### src/rtl/nggp_pkg.sv
// shared types, character codes and constants of the gga position parser
package nggp_pkg;

  // ascii codes
  localparam logic [7:0] CH_DOLLAR = 8'h24;
  localparam logic [7:0] CH_CR     = 8'h0d;
  localparam logic [7:0] CH_COMMA  = 8'h2c;
  localparam logic [7:0] CH_G      = 8'h47;
  localparam logic [7:0] CH_A      = 8'h41;
  localparam logic [7:0] CH_S      = 8'h53;
  localparam logic [7:0] CH_W      = 8'h57;
  localparam logic [7:0] CH_MINUS  = 8'h2d;
  localparam logic [7:0] CH_PLUS   = 8'h2b;
  localparam logic [7:0] CH_ZERO   = 8'h30;
  localparam logic [7:0] CH_NINE   = 8'h39;

  // comma field numbers
  localparam logic [3:0] FLD_LAT      = 4'd2;
  localparam logic [3:0] FLD_LAT_HEMI = 4'd3;
  localparam logic [3:0] FLD_LON      = 4'd4;
  localparam logic [3:0] FLD_LON_HEMI = 4'd5;
  localparam logic [3:0] FLD_FIX      = 4'd6;
  localparam logic [3:0] FLD_SATS     = 4'd7;
  localparam logic [3:0] FLD_ALT      = 4'd9;
  localparam logic [3:0] FLD_LAST     = 4'd15;

  // header positions of "GGA" inside the sentence
  localparam logic [7:0] HDR_POS0 = 8'd2;
  localparam logic [7:0] HDR_POS1 = 8'd3;
  localparam logic [7:0] HDR_POS2 = 8'd4;
  localparam logic [2:0] HDR_ALL  = 3'b111;

  // seen bits of the pending values
  localparam int unsigned SEEN_LAT      = 0;
  localparam int unsigned SEEN_LAT_HEMI = 1;
  localparam int unsigned SEEN_LON      = 2;
  localparam int unsigned SEEN_LON_HEMI = 3;
  localparam int unsigned SEEN_FIX      = 4;
  localparam int unsigned SEEN_SATS     = 5;
  localparam int unsigned SEEN_ALT      = 6;

  // saturation limits
  localparam logic [23:0] ALT_CAP     = 24'd8388608;
  localparam logic [23:0] ALT_POS_MAX = 24'd8388607;
  localparam logic [19:0] MIN_CAP     = 20'd599999;
  localparam logic [10:0] LON_DEG_CAP = 11'd180;
  localparam logic [23:0] BYTE_MAX    = 24'd255;

  // angle scaling: deg * 10^7 + floor(m * 50 / 3), the divide by 3 done as
  // a multiply by 50 * (2^25 + 1) / 3 and a shift by 25, exact for 50m < 2^25
  localparam logic [23:0] DEG_SCALE = 24'd10000000;
  localparam logic [29:0] MIN_RECIP = 30'd559240550;
  localparam int unsigned MIN_SHIFT = 25;

  typedef struct packed {
    logic        commit;
    logic        in_sent;
    logic [6:0]  seen;
    logic [1:0]  neg;
    logic [7:0]  fix;
    logic [7:0]  sats;
    logic [23:0] alt;
  } side_t;

  typedef struct packed {
    side_t       side;
    logic [7:0]  lat_deg;
    logic [19:0] lat_min;
    logic [7:0]  lon_deg;
    logic [19:0] lon_min;
  } commit_t;

  // minute digit weight for a character position, latitude DDMM.mmmm
  function automatic logic [16:0] lat_min_weight(input logic [3:0] p);
    logic [16:0] w;
    unique case (p)
      4'd2:    w = 17'd100000;
      4'd3:    w = 17'd10000;
      4'd5:    w = 17'd1000;
      4'd6:    w = 17'd100;
      4'd7:    w = 17'd10;
      4'd8:    w = 17'd1;
      default: w = 17'd0;
    endcase
    return w;
  endfunction

  // minute digit weight for a character position, longitude DDDMM.mmmm
  function automatic logic [16:0] lon_min_weight(input logic [3:0] p);
    logic [16:0] w;
    unique case (p)
      4'd3:    w = 17'd100000;
      4'd4:    w = 17'd10000;
      4'd6:    w = 17'd1000;
      4'd7:    w = 17'd100;
      4'd8:    w = 17'd10;
      4'd9:    w = 17'd1;
      default: w = 17'd0;
    endcase
    return w;
  endfunction

endpackage

### src/rtl/nggp_angle.sv
// two-stage fixed point angle conversion, degrees and minutes to 1e-7 degree
module nggp_angle (
  input  logic        clk,
  input  logic        en_mul,
  input  logic        en_add,
  input  logic [7:0]  deg,
  input  logic [19:0] min,
  output logic [30:0] angle
);
  import nggp_pkg::*;

  logic [31:0] deg_prod;
  logic [49:0] min_prod;
  logic [30:0] deg_part;
  logic [23:0] min_part;

  assign deg_prod = 32'(deg) * 32'(DEG_SCALE);
  assign min_prod = 50'(min) * 50'(MIN_RECIP);

  always_ff @(posedge clk) begin
    if (en_mul) begin
      deg_part <= deg_prod[30:0];
      min_part <= min_prod[MIN_SHIFT +: 24];
    end
    if (en_add) begin
      angle <= deg_part + 31'(min_part);
    end
  end

endmodule

### src/rtl/nggp_parse.sv
// sentence framing, field splitting and digit accumulation, one byte per cycle while load is high
module nggp_parse #(
  parameter int unsigned MAX_LEN = 128
) (
  input  logic              clk,
  input  logic              rst,
  input  logic              load,
  input  logic [7:0]        rx_byte,
  output nggp_pkg::commit_t snap
);
  import nggp_pkg::*;

  localparam int unsigned CW = $clog2(MAX_LEN + 1);

  logic          started, started_next;
  logic [CW-1:0] char_count, char_count_next;
  logic [3:0]    field_index, field_index_next;
  logic [3:0]    pos, pos_next;
  logic [2:0]    hdr, hdr_next;
  logic [7:0]    deg, deg_next;
  logic [19:0]   min, min_next;
  logic [23:0]   dec, dec_next;
  logic          digit_stop, digit_stop_next;
  logic          neg, neg_next;

  // pending values of the open sentence
  logic [6:0]  seen, seen_next;
  logic [1:0]  pneg, pneg_next;
  logic [7:0]  p_lat_deg, p_lat_deg_next;
  logic [19:0] p_lat_min, p_lat_min_next;
  logic [7:0]  p_lon_deg, p_lon_deg_next;
  logic [19:0] p_lon_min, p_lon_min_next;
  logic [7:0]  p_fix, p_fix_next;
  logic [7:0]  p_sats, p_sats_next;
  logic [23:0] p_alt, p_alt_next;

  // pending values with the current field closed
  logic [6:0]  f_seen;
  logic [1:0]  f_neg;
  logic [7:0]  f_lat_deg, f_lon_deg, f_fix, f_sats;
  logic [19:0] f_lat_min, f_lon_min;
  logic [23:0] f_alt;

  logic        isdig;
  logic [3:0]  d;
  logic [7:0]  lat_deg_add;
  logic [10:0] lon_deg_add, lon_deg_sum;
  logic [16:0] min_w;
  logic [20:0] min_add;
  logic [26:0] dec_sum;
  logic [19:0] min_capped;
  logic [7:0]  dec_byte;
  logic [23:0] alt_val;
  logic        commit_now;

  assign isdig = (rx_byte >= CH_ZERO) && (rx_byte <= CH_NINE);
  assign d     = isdig ? 4'(rx_byte - CH_ZERO) : 4'd0;

  // digit feed terms
  always_comb begin
    unique case (pos)
      4'd0:    lat_deg_add = {1'b0, d, 3'b000} + {3'b000, d, 1'b0};
      4'd1:    lat_deg_add = {4'b0000, d};
      default: lat_deg_add = 8'd0;
    endcase
    unique case (pos)
      4'd0:    lon_deg_add = 11'(d) * 11'd100;
      4'd1:    lon_deg_add = 11'(d) * 11'd10;
      4'd2:    lon_deg_add = 11'(d);
      default: lon_deg_add = 11'd0;
    endcase
    lon_deg_sum = 11'(deg) + lon_deg_add;
    min_w   = (field_index == FLD_LON) ? lon_min_weight(pos) : lat_min_weight(pos);
    min_add = 21'(d) * 21'(min_w);
    dec_sum = {dec, 3'b000} + {2'b00, dec, 1'b0} + 27'(d);
  end

  // closing the current field
  always_comb begin
    min_capped = (min > MIN_CAP) ? MIN_CAP : min;
    dec_byte   = (dec > BYTE_MAX) ? 8'hff : dec[7:0];
    if (neg) begin
      alt_val = 24'd0 - ((dec > ALT_CAP) ? ALT_CAP : dec);
    end else begin
      alt_val = (dec > ALT_POS_MAX) ? ALT_POS_MAX : dec;
    end

    f_seen    = seen;
    f_neg     = pneg;
    f_lat_deg = p_lat_deg;
    f_lat_min = p_lat_min;
    f_lon_deg = p_lon_deg;
    f_lon_min = p_lon_min;
    f_fix     = p_fix;
    f_sats    = p_sats;
    f_alt     = p_alt;
    if (pos != 4'd0) begin
      unique case (field_index)
        FLD_LAT: begin
          f_lat_deg = deg;
          f_lat_min = min_capped;
          f_seen[SEEN_LAT] = 1'b1;
        end
        FLD_LAT_HEMI: begin
          f_seen[SEEN_LAT_HEMI] = 1'b1;
          if (neg) f_neg[0] = 1'b1;
        end
        FLD_LON: begin
          f_lon_deg = deg;
          f_lon_min = min_capped;
          f_seen[SEEN_LON] = 1'b1;
        end
        FLD_LON_HEMI: begin
          f_seen[SEEN_LON_HEMI] = 1'b1;
          if (neg) f_neg[1] = 1'b1;
        end
        FLD_FIX: begin
          f_fix = dec_byte;
          f_seen[SEEN_FIX] = 1'b1;
        end
        FLD_SATS: begin
          f_sats = dec_byte;
          f_seen[SEEN_SATS] = 1'b1;
        end
        FLD_ALT: begin
          f_alt = alt_val;
          f_seen[SEEN_ALT] = 1'b1;
        end
        default: begin
        end
      endcase
    end
  end

  // byte handling
  always_comb begin
    started_next     = started;
    char_count_next  = char_count;
    field_index_next = field_index;
    pos_next         = pos;
    hdr_next         = hdr;
    deg_next         = deg;
    min_next         = min;
    dec_next         = dec;
    digit_stop_next  = digit_stop;
    neg_next         = neg;
    seen_next        = seen;
    pneg_next        = pneg;
    p_lat_deg_next   = p_lat_deg;
    p_lat_min_next   = p_lat_min;
    p_lon_deg_next   = p_lon_deg;
    p_lon_min_next   = p_lon_min;
    p_fix_next       = p_fix;
    p_sats_next      = p_sats;
    p_alt_next       = p_alt;
    commit_now       = 1'b0;

    priority if (rx_byte == CH_DOLLAR || (rx_byte == CH_CR && started)) begin
      // start or end: both clear the sentence
      commit_now       = (rx_byte == CH_CR) && (hdr == HDR_ALL);
      started_next     = (rx_byte == CH_DOLLAR);
      char_count_next  = '0;
      field_index_next = 4'd0;
      hdr_next         = 3'd0;
      seen_next        = 7'd0;
      pneg_next        = 2'd0;
      pos_next         = 4'd0;
      deg_next         = 8'd0;
      min_next         = 20'd0;
      dec_next         = 24'd0;
      digit_stop_next  = 1'b0;
      neg_next         = 1'b0;
    end else if (started && char_count < CW'(MAX_LEN)) begin
      if (char_count == CW'(HDR_POS0) && rx_byte == CH_G) hdr_next[0] = 1'b1;
      if (char_count == CW'(HDR_POS1) && rx_byte == CH_G) hdr_next[1] = 1'b1;
      if (char_count == CW'(HDR_POS2) && rx_byte == CH_A) hdr_next[2] = 1'b1;
      char_count_next = char_count + 1'b1;
      if (rx_byte == CH_COMMA) begin
        seen_next      = f_seen;
        pneg_next      = f_neg;
        p_lat_deg_next = f_lat_deg;
        p_lat_min_next = f_lat_min;
        p_lon_deg_next = f_lon_deg;
        p_lon_min_next = f_lon_min;
        p_fix_next     = f_fix;
        p_sats_next    = f_sats;
        p_alt_next     = f_alt;
        if (field_index != FLD_LAST) field_index_next = field_index + 4'd1;
        pos_next        = 4'd0;
        deg_next        = 8'd0;
        min_next        = 20'd0;
        dec_next        = 24'd0;
        digit_stop_next = 1'b0;
        neg_next        = 1'b0;
      end else begin
        unique case (field_index)
          FLD_LAT: begin
            deg_next = deg + lat_deg_add;
            min_next = min + min_add[19:0];
          end
          FLD_LON: begin
            deg_next = (lon_deg_sum > LON_DEG_CAP) ? LON_DEG_CAP[7:0] : lon_deg_sum[7:0];
            min_next = min + min_add[19:0];
          end
          FLD_LAT_HEMI, FLD_LON_HEMI: begin
            if (pos == 4'd0 && (rx_byte == CH_S || rx_byte == CH_W)) neg_next = 1'b1;
          end
          FLD_FIX, FLD_SATS, FLD_ALT: begin
            if (pos == 4'd0 && field_index == FLD_ALT &&
                (rx_byte == CH_MINUS || rx_byte == CH_PLUS)) begin
              neg_next = (rx_byte == CH_MINUS);
            end else if (!digit_stop) begin
              if (isdig) begin
                dec_next = (dec_sum > 27'(ALT_CAP)) ? ALT_CAP : dec_sum[23:0];
              end else begin
                digit_stop_next = 1'b1;
              end
            end
          end
          default: begin
          end
        endcase
        if (pos != 4'd15) pos_next = pos + 4'd1;
      end
    end else begin
      // idle byte or past the length limit
    end
  end

  always_ff @(posedge clk) begin
    if (rst) begin
      started     <= 1'b0;
      char_count  <= '0;
      field_index <= 4'd0;
      pos         <= 4'd0;
      hdr         <= 3'd0;
      digit_stop  <= 1'b0;
      neg         <= 1'b0;
      seen        <= 7'd0;
      pneg        <= 2'd0;
    end else if (load) begin
      started     <= started_next;
      char_count  <= char_count_next;
      field_index <= field_index_next;
      pos         <= pos_next;
      hdr         <= hdr_next;
      digit_stop  <= digit_stop_next;
      neg         <= neg_next;
      seen        <= seen_next;
      pneg        <= pneg_next;
    end
  end

  always_ff @(posedge clk) begin
    if (load) begin
      deg       <= deg_next;
      min       <= min_next;
      dec       <= dec_next;
      p_lat_deg <= p_lat_deg_next;
      p_lat_min <= p_lat_min_next;
      p_lon_deg <= p_lon_deg_next;
      p_lon_min <= p_lon_min_next;
      p_fix     <= p_fix_next;
      p_sats    <= p_sats_next;
      p_alt     <= p_alt_next;
      snap.side.commit  <= commit_now;
      snap.side.in_sent <= started_next;
      snap.side.seen    <= f_seen;
      snap.side.neg     <= f_neg;
      snap.side.fix     <= f_fix;
      snap.side.sats    <= f_sats;
      snap.side.alt     <= f_alt;
      snap.lat_deg      <= f_lat_deg;
      snap.lat_min      <= f_lat_min;
      snap.lon_deg      <= f_lon_deg;
      snap.lon_min      <= f_lon_min;
    end
  end

endmodule

### src/rtl/nmea_gga_position_parser.sv
// nmea gga position parser: byte pipeline, angle conversion and committed outputs
// a byte passes the input, parser, multiply, add and result registers in turn before out_valid shows it
// throughput: one byte per cycle while out_stall is low, set by the parser update in stage two
// a stalled output holds the full stages; bubbles in front of them still fill
// reset: pipeline empty, no sentence open, all committed values read as zero
module nmea_gga_position_parser #(
  parameter int unsigned MAX_SENTENCE_LEN = 128
) (
  input  logic        clk,
  input  logic        rst,
  // byte request
  input  logic        in_valid,
  output logic        in_stall,
  input  logic [7:0]  rx_byte,
  // result request
  output logic        out_valid,
  input  logic        out_stall,
  output logic        committed,
  output logic        in_sentence,
  output logic [29:0] lat_magnitude,
  output logic signed [30:0] lat_signed,
  output logic [30:0] lon_magnitude,
  output logic signed [31:0] lon_signed,
  output logic [7:0]  fix_quality,
  output logic [7:0]  satellites,
  output logic signed [23:0] altitude
);
  import nggp_pkg::*;

  // stage valids: 1 input byte, 2 parser, 3 multiply, 4 add, 5 result
  logic s1_valid, s2_valid, s3_valid, s4_valid, s5_valid;
  logic s1_rdy, s2_rdy, s3_rdy, s4_rdy, s5_rdy;
  logic [7:0] s1_byte;

  commit_t s2_snap;
  side_t   s3_side, s4_side;
  logic [30:0] lat_angle, lon_angle;

  // committed value registers
  logic [29:0] lat_mag_reg;
  logic [30:0] lat_reg;
  logic [30:0] lon_mag_reg;
  logic [31:0] lon_reg;
  logic [7:0]  fix_reg, sats_reg;
  logic [23:0] alt_reg;
  logic        committed_reg, in_sent_reg;

  logic [29:0] lat_mag_new;
  logic [30:0] lon_mag_new;

  // a stage takes new data when it is empty or its content moves on
  assign s5_rdy = !s5_valid || !out_stall;
  assign s4_rdy = !s4_valid || s5_rdy;
  assign s3_rdy = !s3_valid || s4_rdy;
  assign s2_rdy = !s2_valid || s3_rdy;
  assign s1_rdy = !s1_valid || s2_rdy;

  assign in_stall = !s1_rdy;

  always_ff @(posedge clk) begin
    if (rst) begin
      s1_valid <= 1'b0;
      s2_valid <= 1'b0;
      s3_valid <= 1'b0;
      s4_valid <= 1'b0;
      s5_valid <= 1'b0;
    end else begin
      if (s1_rdy) s1_valid <= in_valid;
      if (s2_rdy) s2_valid <= s1_valid;
      if (s3_rdy) s3_valid <= s2_valid;
      if (s4_rdy) s4_valid <= s3_valid;
      if (s5_rdy) s5_valid <= s4_valid;
    end
  end

  // input register
  always_ff @(posedge clk) begin
    if (s1_rdy && in_valid) s1_byte <= rx_byte;
  end

  // parser state advances once per byte leaving stage one
  nggp_parse #(
    .MAX_LEN (MAX_SENTENCE_LEN)
  ) u_parse (
    .clk     (clk),
    .rst     (rst),
    .load    (s1_valid && s2_rdy),
    .rx_byte (s1_byte),
    .snap    (s2_snap)
  );

  // angle conversion over stages three and four
  nggp_angle u_lat_angle (
    .clk    (clk),
    .en_mul (s2_valid && s3_rdy),
    .en_add (s3_valid && s4_rdy),
    .deg    (s2_snap.lat_deg),
    .min    (s2_snap.lat_min),
    .angle  (lat_angle)
  );

  nggp_angle u_lon_angle (
    .clk    (clk),
    .en_mul (s2_valid && s3_rdy),
    .en_add (s3_valid && s4_rdy),
    .deg    (s2_snap.lon_deg),
    .min    (s2_snap.lon_min),
    .angle  (lon_angle)
  );

  // the remaining fields ride alongside the angle stages
  always_ff @(posedge clk) begin
    if (s2_valid && s3_rdy) s3_side <= s2_snap.side;
    if (s3_valid && s4_rdy) s4_side <= s3_side;
  end

  // sign follows the freshly committed magnitude, or the old one if no position came
  assign lat_mag_new = s4_side.seen[SEEN_LAT] ? lat_angle[29:0] : lat_mag_reg;
  assign lon_mag_new = s4_side.seen[SEEN_LON] ? lon_angle : lon_mag_reg;

  // result stage: committed registers update in byte order
  always_ff @(posedge clk) begin
    if (rst) begin
      lat_mag_reg   <= 30'd0;
      lat_reg       <= 31'd0;
      lon_mag_reg   <= 31'd0;
      lon_reg       <= 32'd0;
      fix_reg       <= 8'd0;
      sats_reg      <= 8'd0;
      alt_reg       <= 24'd0;
      committed_reg <= 1'b0;
      in_sent_reg   <= 1'b0;
    end else if (s4_valid && s5_rdy) begin
      committed_reg <= s4_side.commit;
      in_sent_reg   <= s4_side.in_sent;
      if (s4_side.commit) begin
        lat_mag_reg <= lat_mag_new;
        lon_mag_reg <= lon_mag_new;
        if (s4_side.seen[SEEN_LAT_HEMI]) begin
          lat_reg <= s4_side.neg[0] ? 31'd0 - {1'b0, lat_mag_new} : {1'b0, lat_mag_new};
        end
        if (s4_side.seen[SEEN_LON_HEMI]) begin
          lon_reg <= s4_side.neg[1] ? 32'd0 - {1'b0, lon_mag_new} : {1'b0, lon_mag_new};
        end
        if (s4_side.seen[SEEN_FIX])  fix_reg  <= s4_side.fix;
        if (s4_side.seen[SEEN_SATS]) sats_reg <= s4_side.sats;
        if (s4_side.seen[SEEN_ALT])  alt_reg  <= s4_side.alt;
      end
    end
  end

  assign out_valid     = s5_valid;
  assign committed     = committed_reg;
  assign in_sentence   = in_sent_reg;
  assign lat_magnitude = lat_mag_reg;
  assign lat_signed    = lat_reg;
  assign lon_magnitude = lon_mag_reg;
  assign lon_signed    = lon_reg;
  assign fix_quality   = fix_reg;
  assign satellites    = sats_reg;
  assign altitude      = alt_reg;

  // a commit always closes the sentence
  a_commit_closes: assert property (@(posedge clk) disable iff (rst)
    out_valid && committed |-> !in_sentence)
    else $error("commit reported with a sentence still open");

  // converted angles stay inside their ranges
  a_lat_range: assert property (@(posedge clk) disable iff (rst)
    lat_magnitude <= 30'd999999983)
    else $error("latitude magnitude out of range");

  a_lon_range: assert property (@(posedge clk) disable iff (rst)
    lon_magnitude <= 31'd1809999983)
    else $error("longitude magnitude out of range");

  // an accepted byte is held in the input stage on the next cycle
  a_byte_held: assert property (@(posedge clk) disable iff (rst)
    in_valid && !in_stall |=> s1_valid)
    else $error("accepted byte lost at the input stage");

endmodule
### config.mk
export PLATFORM = sky130hd
export DESIGN_NAME = nmea_gga_position_parser
export DESIGN_NICKNAME = d
export VERILOG_FILES = /design/src/rtl/nggp_pkg.sv /design/src/rtl/nggp_angle.sv /design/src/rtl/nggp_parse.sv /design/src/rtl/nmea_gga_position_parser.sv
export SDC_FILE = /design/constraint.sdc
export NUM_CORES = 2
export LEC_CHECK = 0
export BUFFER_PORTS_ARGS = -buffer_cell sky130_fd_sc_hd__clkbuf_2
export CORE_ASPECT_RATIO = 0.8
export CORE_MARGIN = 3
export CORE_UTILIZATION = 55
export CTS_CLUSTER_DIAMETER = 100
export DETAILED_ROUTE_END_ITERATION = 8
export MAX_ROUTING_LAYER = met4
export PLACE_DENSITY = 0.75
export SYNTH_ARGS = -nofsm -noshare
export SYNTH_HDL_FRONTEND = slang
export SYNTH_HIERARCHICAL = 1
export SYNTH_SLANG_ARGS = --single-unit
### constraint.sdc
create_clock -name clk -period 11.5 [get_ports clk]
set_clock_uncertainty 0.05 [all_clocks]
set_input_delay 0.575 -clock clk [delete_from_list [all_inputs] [get_ports clk]]
set_output_delay 0.575 -clock clk [all_outputs]
set_load 0.1 [all_outputs]
==> flow_metrics.tcl <==
set metrics [dict create \
    synthCells 5384 \
    track_usage 0.261 \
    powerDensity_mw_per_mm2 145 \
    vias 39800 \
    hold_path_end "s1_byte[5]" \
    die_y_um 290 \
    fin_crit_sh 0.616 \
    top_usage_layer "met2" \
    cts_max_level 3 \
    max_freq_mhz 141 \
    cts-root-buf "clkbuf_16" \
    max_stage_delay_ns 0.65 \
    grt_use_met1 0.379 \
    synth_nets 6471 \
    cpMostUsedCell "fa_1" \
    rr_startpoint "u_parse/snap[7]" \
    ctsResizeCount 0 \
    maxCapViolations 0 \
    endpoint_kind "flop" \
    grt_first_pass_wirelength_um 213000 \
    routed_wl_um 133000 \
    tightest_slew_ns 1.01 \
    critPathLaunchType "flop" \
    fin_tns_setup_ns 0 \
    drive_above_1_share 0.0810 \
    p_leak_nw 26.6 \
    die-area_sq_mm 0.105 \
    drtAntennaViolNets 0 \
    cp_max_fo 5 \
    rrSetupSlack_ns 4.41 \
    clkLatencyLatePin_ns 0.65 \
    grt_overflow 0 \
    drv_slew 0 \
    crit_type "reg2reg" \
    grt_pass1_vias 39000 \
    start_util 0.558 \
    arrival_ns 7.40 \
    required_ns 11.82 \
    areaGrowthSynthToFinish_pct 8.74 \
    core_sq_mm 0.0992 \
    antenna_found_initial 1 \
    whs_ns 0.0500 \
    rsz0062_at_grt "no" \
    port_buffers 179 \
    ir_drop_mv 0.207 \
    diodes 0 \
    min_path_type "in2reg" \
    die_x_um 361 \
    fin_crit_ns 7.09 \
    clock_sinks 723 \
    met2_usage 0.380 \
    use_met3 0.0475 \
    wire_per_inst_um 19.2 \
    numCtsBuffers 76 \
    cts_tree "yes" \
    place_congestion 0.949 \
    dp_hpwl_um 104000 \
    yosys_warnings 6 \
    cp_cell_sequence "ha_1, inv_1, fa_1, fa_1, fa_1, inv_1, fa_1, inv_1, fa_1, inv_1, ha_1, ha_1, nand4_2, nor4_4, o2111ai_1, a31oi_1, o2111ai_2, a21oi_4, a211oi_1, a311o_1" \
    avgSynthCellArea_sq_um 10.3 \
    min_path_cells 1 \
    crit_slowest_cell "fa_1" \
    rows 103 \
    synthesis.area_sq_mm 0.0554 \
    drtPass1Iterations 6 \
    setup_viol 0 \
    min_from "rx_byte[5]" \
    cts.path.max_buffers 3 \
    timing.rr.end "u_lon_angle/min_part[18]" \
    grt_max_degree 88 \
    hold_viol 0 \
    status "finished clean" \
    io_pins 180 \
    drt_iter0_drc 3492 \
    reg2reg_depth 20 \
    largest_register_ffs 107 \
    final_util 0.607 \
    viasPerCell 5.77 \
    slew_headroom 0.318 \
    drcViolationCount 0 \
    top_register "u_parse/snap" \
    clkSlewWorstSetupHoldPaths_ns 0.06 \
    nets 6604 \
    reg_top3 "u_parse/snap (107), s3_side (51), s4_side (51)" \
]
-- where the power goes --
part,switching [W],internal (W)
clock,0.00109,0.00146
combinational,0.00194,0.00121
sequential,0.0000608,0.00298
total,0.00309,0.00564
-- worst max-delay path by stage --
stage | from | to | slack (ns) | depth (start not counted)
after floorplan | out_valid | u_parse/p_alt[0] | 2.06 | 6
after global placement | u_parse/snap[7] | u_lon_angle/min_part[18] | 4.63 | 20
after detailed placement | u_parse/snap[7] | u_lon_angle/min_part[20] | 4.50 | 20
after CTS | u_parse/snap[7] | u_lon_angle/min_part[20] | 4.45 | 20
after global routing | s1_byte[6] | u_parse/min[19] | 4.05 | 19
final | u_parse/snap[7] | u_lon_angle/min_part[18] | 4.41 | 20
-- repair_timing --
action                    4_1_cts  5_1_grt
hold endpoints to repair        3        0
buffers inserted                0        0
hold buffers                    3        0
-- cell usage in the layout, fill, tap and decap left out, drive strengths merged, types with 12 or more instances in the layout --
cell type and n:
xor2 71, nand2b 33, a21oi 309, o21a 34, and2 31, xnor2 115
inv 772, a211oi 75, o211ai 25, nor3b 23, ha 687, nor2 359
or3 29, nand2 427, and4 13, a21boi 13, a31oi 43, and3 44
buf 32, nand4 41, clkbuf 276, o21ai 230, mux2i 80, fa 388
o21bai 15, or2 25, o2111ai 12, nand3 105, dfxtp 202, a211o 12
or4 12, nor3 117, o31ai 19, o22ai 23, nor4 35, a21o 71
mux2 18, edfxtp 521, clkinv 26, nor2b 31
-- routing by layer --
layer	wire length, um	share of wire
met1	62700	0.47
met2	57400	0.43
met3	9260	0.070
met4	3190	0.024
met5	0	0
-- area by class of cell --
| type | count | area [sq um] |
|---|---|---|
| fillers | 8188 | 39000 |
| multi-input cells | 3734 | 32200 |
| flip-flops and latches | 723 | 19700 |
| well taps | 1312 | 1640 |
| inverters | 769 | 2890 |
| clock buffers | 98 | 2060 |
| clock inverters | 44 | 562 |
| repair buffers | 213 | 1160 |
-- critical path, delay by kind of cell, from the launching register on --
kind / cells / cell delay, ns
AOI/OAI and AO/OA: 6 / 1.53
adders and majority gates: 8 / 3.92
buffers and inverters: 4 / 0.23
DFF: 1 / 0.50
and+or+nand+nor: 2 / 0.58
-- stage by stage --
| step | setup WS, ns | cell area, sq um | total power (W) | instances |
|---|---|---|---|---|
| 2_1_floorplan | 2.06 | 55400 | 0.00541 | 5384 |
| 6_report | 4.41 | 60200 | 0.00873 | 6893 |
| 4_1_cts | 4.45 | 60200 | 0.00878 | 6893 |
| 3_5_place_dp | 4.50 | 57600 | 0.00620 | 6748 |
| 5_1_grt | 4.05 | 60200 | 0.00934 | 6893 |
| 3_3_place_gp | 4.63 | 57600 | 0.00615 | 6748 |
(Power assumes the default switching activity.)
